==> src/rtl/cstt_pkg.sv <==
// Shared types and codes for the client slot table.
// Used by cstt_cell and client_slot_table_stuck_timeout; no dependencies.
package cstt_pkg;

    localparam logic [3:0] CMD_CONNECT    = 4'd0;
    localparam logic [3:0] CMD_DISCONNECT = 4'd1;
    localparam logic [3:0] CMD_RX         = 4'd2;
    localparam logic [3:0] CMD_SEND_CHECK = 4'd3;
    localparam logic [3:0] CMD_SEND_FAIL  = 4'd4;
    localparam logic [3:0] CMD_SEND_OK    = 4'd5;
    localparam logic [3:0] CMD_SWEEP      = 4'd6;
    localparam logic [3:0] CMD_RESET      = 4'd7;
    localparam logic [3:0] CMD_LOOKUP     = 4'd8;

    localparam logic CFG_TIMEOUT = 1'b0;
    localparam logic CFG_LIMIT   = 1'b1;

    localparam logic [31:0] TIMEOUT_RST = 32'd10000;
    localparam logic [4:0]  LIMIT_RST   = 5'd3;

    // command token handed from cell to cell
    typedef struct packed {
        logic [3:0]  cmd;
        logic [31:0] id;
        logic [3:0]  sn;
        logic [31:0] now;
        logic        hit;
        logic [3:0]  slot;
        logic        acc;
        logic        drop;
    } t_tok;

    // close request from a cell during sweep
    typedef struct packed {
        logic        req;
        logic [31:0] id;
    } t_emit;

    typedef struct packed {
        logic        kind;
        logic        found;
        logic [3:0]  slot;
        logic [31:0] id;
        logic        acc;
        logic        drop;
        logic        last;
    } t_res;

endpackage

==> src/rtl/cstt_cell.sv <==
// One slot of the table: slot state plus the token register to the next cell.
// Depends on cstt_pkg.
module cstt_cell #(
    parameter int CELL_IDX = 0
) (
    input  logic            i_clk,
    input  logic            i_rst_n,
    input  logic            i_adv,
    input  logic [31:0]     i_timeout,
    input  logic [4:0]      i_limit,
    input  logic            i_tok_valid,
    input  cstt_pkg::t_tok  i_tok,
    output logic            o_tok_valid,
    output cstt_pkg::t_tok  o_tok,
    output cstt_pkg::t_emit o_emit
);
    import cstt_pkg::*;

    localparam logic [3:0] IDX = 4'(CELL_IDX);

    logic [31:0] r_id;
    logic        r_stuck;
    logic [31:0] r_st;
    logic [31:0] r_rx;
    logic [31:0] n_id;
    logic        n_stuck;
    logic [31:0] n_st;
    logic [31:0] n_rx;
    logic        r_tok_valid;
    t_tok        r_tok;
    t_tok        n_tok;

    logic        occupied;
    logic        is_find;
    logic        match;
    logic        claim;
    logic        in_lim;
    logic        expired;
    logic        rx_recent;
    logic        do_close;
    logic [31:0] st_age;
    logic [31:0] rx_age;

    assign occupied  = (r_id != 32'd0);
    assign is_find   = (i_tok.cmd == CMD_DISCONNECT) || (i_tok.cmd == CMD_RX) ||
                       (i_tok.cmd == CMD_SEND_CHECK) || (i_tok.cmd == CMD_SEND_FAIL) ||
                       (i_tok.cmd == CMD_SEND_OK);
    assign match     = is_find && !i_tok.hit && (i_tok.id != 32'd0) && (r_id == i_tok.id);
    assign claim     = (i_tok.cmd == CMD_CONNECT) && !i_tok.hit &&
                       (i_tok.id != 32'd0) && !occupied;
    assign in_lim    = ({1'b0, IDX} < i_limit);
    assign st_age    = i_tok.now - r_st;
    assign rx_age    = i_tok.now - r_rx;
    assign expired   = r_stuck && (st_age > i_timeout);
    assign rx_recent = (rx_age <= i_timeout);
    assign do_close  = (i_tok.cmd == CMD_SWEEP) && expired && occupied && !rx_recent;

    assign o_emit.req = i_tok_valid && do_close;
    assign o_emit.id  = r_id;

    always_comb begin
        n_id    = r_id;
        n_stuck = r_stuck;
        n_st    = r_st;
        n_rx    = r_rx;
        n_tok   = i_tok;
        case (i_tok.cmd)
            CMD_CONNECT: begin
                if (claim) begin
                    n_tok.hit  = 1'b1;
                    n_tok.slot = IDX;
                    n_tok.acc  = in_lim;
                    n_stuck    = 1'b0;
                    n_st       = 32'd0;
                    n_id       = in_lim ? i_tok.id : 32'd0;
                    n_rx       = in_lim ? i_tok.now : 32'd0;
                end
            end
            CMD_DISCONNECT, CMD_RX, CMD_SEND_CHECK, CMD_SEND_FAIL, CMD_SEND_OK: begin
                if (match) begin
                    n_tok.hit  = 1'b1;
                    n_tok.slot = IDX;
                    n_tok.drop = (i_tok.cmd == CMD_SEND_CHECK) && r_stuck;
                    if (i_tok.cmd == CMD_DISCONNECT) begin
                        n_id    = 32'd0;
                        n_stuck = 1'b0;
                        n_st    = 32'd0;
                        n_rx    = 32'd0;
                    end else if (i_tok.cmd == CMD_RX) begin
                        n_rx    = i_tok.now;
                        n_stuck = 1'b0;
                    end else if (i_tok.cmd == CMD_SEND_FAIL) begin
                        if (!r_stuck) begin
                            n_stuck = 1'b1;
                            n_st    = i_tok.now;
                        end
                    end else if (i_tok.cmd == CMD_SEND_OK) begin
                        n_stuck = 1'b0;
                    end
                end
            end
            CMD_SWEEP: begin
                if (do_close) begin
                    n_id    = 32'd0;
                    n_stuck = 1'b0;
                    n_st    = 32'd0;
                    n_rx    = 32'd0;
                end else if (expired) begin
                    n_stuck = 1'b0;
                end
            end
            CMD_RESET: begin
                n_id    = 32'd0;
                n_stuck = 1'b0;
                n_st    = 32'd0;
                n_rx    = 32'd0;
            end
            CMD_LOOKUP: begin
                if (i_tok.sn == IDX) begin
                    n_tok.hit = occupied;
                    n_tok.id  = r_id;
                end
            end
            default: begin
            end
        endcase
    end

    always_ff @(posedge i_clk) begin
        if (!i_rst_n) begin
            r_id        <= 32'd0;
            r_stuck     <= 1'b0;
            r_st        <= 32'd0;
            r_rx        <= 32'd0;
            r_tok_valid <= 1'b0;
        end else if (i_adv) begin
            r_tok_valid <= i_tok_valid;
            if (i_tok_valid) begin
                r_id    <= n_id;
                r_stuck <= n_stuck;
                r_st    <= n_st;
                r_rx    <= n_rx;
            end
        end
    end

    always_ff @(posedge i_clk) begin
        if (i_adv) begin
            r_tok <= n_tok;
        end
    end

    assign o_tok_valid = r_tok_valid;
    assign o_tok       = r_tok;

endmodule

==> config.mk <==
export PLATFORM = sky130hd
export DESIGN_NAME = cstt_cell
export DESIGN_NICKNAME = d
export VERILOG_FILES = /design/src/rtl/cstt_pkg.sv /design/src/rtl/cstt_cell.sv
export SDC_FILE = /design/constraint.sdc
export NUM_CORES = 1
export LEC_CHECK = 0
export ABC_AREA = 1
export BUFFER_PORTS_ARGS = -buffer_cell sky130_fd_sc_hd__buf_2
export CAP_MARGIN = 0
export CORE_ASPECT_RATIO = 0.5
export CORE_UTILIZATION = 30
export DETAILED_ROUTE_END_ITERATION = 8
export PLACE_DENSITY = 0.49
export SLEW_MARGIN = 20
export SYNTH_ARGS = -nofsm -noshare
export SYNTH_HDL_FRONTEND = slang
export SYNTH_SLANG_ARGS = --single-unit
==> constraint.sdc <==
create_clock -name i_clk -period 6.39 [get_ports i_clk]
set_input_delay 0.3195 -clock i_clk [delete_from_list [all_inputs] [get_ports i_clk]]
set_output_delay 0.3195 -clock i_clk [all_outputs]
set_load 0.01 [all_outputs]
==> reports/qor.csv <==
stage,metric,value,unit
setup_path,reg2reg_depth,27,
cts,cts.sinks,177,
sta,grt_setup_unrepaired,no,
detailed_routing,drt_pass1_iterations,5,
setup_path,critical_path.most_common_cell,nand2_1,
setup_path,crit_type,flip-flop to flip-flop,
yosys,synth_cells,1993,
yosys,synth.distinct_cells,45,
global_routing,grt_max_degree,84,
cells_and_area,fin_util,35.97,%
detailed_routing,routed_wl,46410,um
cells_and_area,nets,2444,
setup_path,arrival,5.61,ns
cells_and_area,area_growth_syn_to_layout,16.83,%
yosys,synth_ff_type,dfxtp_1,
run_status,status,completed,
sta,fmax,190.0,MHz
detailed_routing,drtAntennaViolNets,0,
setup_path,critical_path_required,6.73,ns
cts,ctsResizeCount,0,
setup_path,cpMaxStageDelayCell,o21ai_0,
cts,cts_buffers,17,
floorplan,die_h,152.5,um
setup_path,path_buf_inv,2,
cts,htree_levels,4,
floorplan,ios,233,
detailed_routing,vias,13250,
setup_path,critPathTopFamily,simple AND/OR/NAND/NOR gates,
power,peakVddDrop,0.1577,mV
place,io_buffers,232,
cts,cts_tree,built,
cts,clockRootBuffer,clkbuf_16,
global_routing,grt_pass1_wl,72130,um
global_routing,grt.overflow.total,0,
global_routing,grt.total_usage,20.11,%
cts,cts_buffer_depth,2,
power,powerDensity,208.3,nW/um2
place,placed_area,15320,um2
setup_path,rrSetupSlack,1.13,ns
place,gp_congestion,0.9031,
yosys,avgSynthCellArea,6.815,um2
detailed_routing,drc_errors,0,
sta,hold_viol,0,
global_routing,antenna_found_initial,2,
setup_path,rr_startpoint,r_st[0]$_SDFFE_PN0P_,
worst_hold_path,min_to,o_tok[41]$_DFFE_PP_,
setup_path,start_kind,flip-flop,
yosys,synth_async_sr_flop_share,0,%
sta,period_minus_slack,5.264,ns
yosys,postSynthRegisterBits,177,
power,p_leak,7.643,nW
setup_path,critPathMaxFanout,76,
yosys,syn_nets,2241,
sta,fin_crit_sh,82.38,%
floorplan,start_util,30.79,%
detailed_routing,viasPerCell,4.735,
yosys,synth_edf_count,79,
sta,setup_viol_count_final,0,
sta,worst_pin_slew,1.032,ns
cells_and_area,layout-drive-gt1-share,14.71,%
run,drv_cap,0,
setup_path,end_kind,flip-flop,
floorplan,rows,54,
worst_hold_path,hold_path_class,primary input to flip-flop,
yosys,ys.warnings.count,0,
yosys,ys_seq_area_share,31.91,%
floorplan,dieArea,46180,um2
cts,cts_setup_buffers,0,
floorplan,die_x,302.9,um
global_routing,grt_pass1_vias,12540,
sta,finClkSkew,0.01319,ns
sta,fin_tns_setup,0,ns
setup_path,crit_start,r_st[0]$_SDFFE_PN0P_,
worst_hold_path,hp-start,i_tok[41],
cts,clkTransAtPathRegs,0.07,ns
detailed_routing,wl_per_cell,16.58,um
power,power,3.305,mW
detailed_routing,drt_iter0_markers,1013,
sta,hold_ws,0.05475,ns
yosys,synth_area,13580,um2
cts,cts_hold_buf,0,
sta,slew_headroom,31.21,%
cells_and_area,final_cell_area,15870,um2
worst_hold_path,min_path_cells,1,
floorplan,coreArea,44120,um2
setup_path,r2r_end,r_rx[30]$_SDFFE_PN0P_,
setup_path,slowest_delay,0.56,ns
place,dp_hpwl,35100,um
sta,slew_violations,0,
cts,clk_latency,0.45,ns
[power breakdown]
group          internal, mW  leakage, nW  switching (mW)  total, mW
Clock                 0.515        0.260           0.508       1.02
Sequential             1.25         1.57          0.0256       1.27
Combinational         0.357         5.81           0.651       1.01
Total                  2.12         7.64            1.18       3.31
[kinds of logic after synthesis]
group,after synthesis,synth area share (%)
AND/OR/NAND/NOR,971,30.20
buffers and inverters,372,10.81
AO/OA/AOI/OAI,284,11.25
flip-flops,177,31.91
adder cells (fa/ha/maj),128,11.90
XOR/XNOR,61,3.933
[cell usage in the layout, fill, tap and decap left out, drive strengths merged, types with 25 or more instances in the layout]
cell type and n:
a21oi 152, nand2 557, nor2 232, xor2 36
nand4 82, ha 126, dfxtp 98, o21ai 93
inv 312, buf 246, nand3 68, xnor2 25
edfxtp 79
[cell type report]
class / instances / area [um2]
fillers: 4838 / 28250
multi-input cells: 1444 / 7787
flip-flops and latches: 177 / 4334
repair buffers: 246 / 1296
inverters: 310 / 1164
well taps: 588 / 735.7
clock buffers: 19 / 442.9
clock inverters: 13 / 103.9
diodes: 2 / 5.005
[synth_stat cells, types with 3 or more instances]
| cell | number | share of area, % |
|---|---|---|
| xor2_1 | 36 | 2.3 |
| xnor2_1 | 25 | 1.6 |
| a21oi_1 | 148 | 5.5 |
| a21boi_0 | 5 | 0.28 |
| nand2_4 | 3 | 0.25 |
| a21o_1 | 3 | 0.17 |
| nor3_1 | 21 | 0.77 |
| inv_2 | 26 | 0.72 |
| nand2_2 | 5 | 0.23 |
| o21ai_0 | 93 | 3.4 |
| nor2_1 | 225 | 6.2 |
| ha_1 | 126 | 12 |
| dfxtp_1 | 98 | 14 |
| o211ai_1 | 4 | 0.22 |
| nor4_1 | 3 | 0.14 |
| inv_1 | 282 | 7.8 |
| a21oi_2 | 4 | 0.26 |
| nand2_1 | 549 | 15 |
| nand4_1 | 82 | 3.8 |
| clkbuf_1 | 24 | 0.66 |
| edfxtp_1 | 79 | 17 |
| a31oi_1 | 8 | 0.37 |
| buf_6 | 6 | 0.50 |
| o21bai_1 | 4 | 0.22 |
| buf_1 | 14 | 0.39 |
| nor2_2 | 5 | 0.23 |
| nand3_1 | 66 | 2.4 |
| buf_2 | 16 | 0.59 |
| o21a_1 | 7 | 0.39 |
[worst max path at each step]
| stage | end | slack (ns) | cells past startpoint |
|---|---|---|---|
| 2_1_floorplan | r_id[20]$_SDFFE_PN0P_ | 2.49 | 29 |
| 3_3_place_gp | r_rx[18]$_SDFFE_PN0P_ | 1.02 | 29 |
| 3_5_place_dp | r_rx[18]$_SDFFE_PN0P_ | 0.91 | 29 |
| 4_1_cts | r_rx[18]$_SDFFE_PN0P_ | 1.13 | 27 |
| 5_1_grt | r_st[12]$_SDFFE_PN0P_ | 0.60 | 27 |
| 6_report | r_rx[30]$_SDFFE_PN0P_ | 1.13 | 27 |
[worst register-to-register path, stage by stage, from the launching register on]
cell	delay, ns
dfxtp_1	0.32
ha_1	0.17
inv_1	0.08
fa_1	0.21
nand3_1	0.08
nand2_1	0.12
nand2_1	0.06
nand2_1	0.05
o21ai_0	0.24
o21ai_0	0.56
nand2_1	0.16
a31oi_1	0.29
nand3_1	0.21
nand3_1	0.12
nand2_1	0.09
ha_1	0.28
nand2_1	0.07
nor3_1	0.25
nand2_1	0.08
nor2_1	0.13
nand2_1	0.07
a21oi_1	0.23
nand2_1	0.27
nand2_4	0.36
buf_12	0.37
nand4_1	0.17
nand2_1	0.09
nor2_1	0.05
[sequential cells by signal, summed over array words and instances, names as in the netlist]
name / flops
r_id: 32
r_st: 32
r_stuck: 1
o_tok_valid: 1
o_tok: 79
r_rx: 32
[layer usage]
metal / routed length (um) / track usage (%) / part of all wire (%)
met1: 23210 / 28.95 / 50
met2: 20840 / 32.16 / 45
met3: 1844 / 2.509 / 4.0
met4: 510 / 3.829 / 1.1
met5: 0 / 0 / 0
[per-stage QoR]
step	cells	setup WS, ns
floorplan	1993	2.490
global placement	2765	1.020
detailed placement	2765	0.9118
CTS	2797	1.126
global route	2798	0.6011
finish	2799	1.126
(Power assumes the default switching activity.)
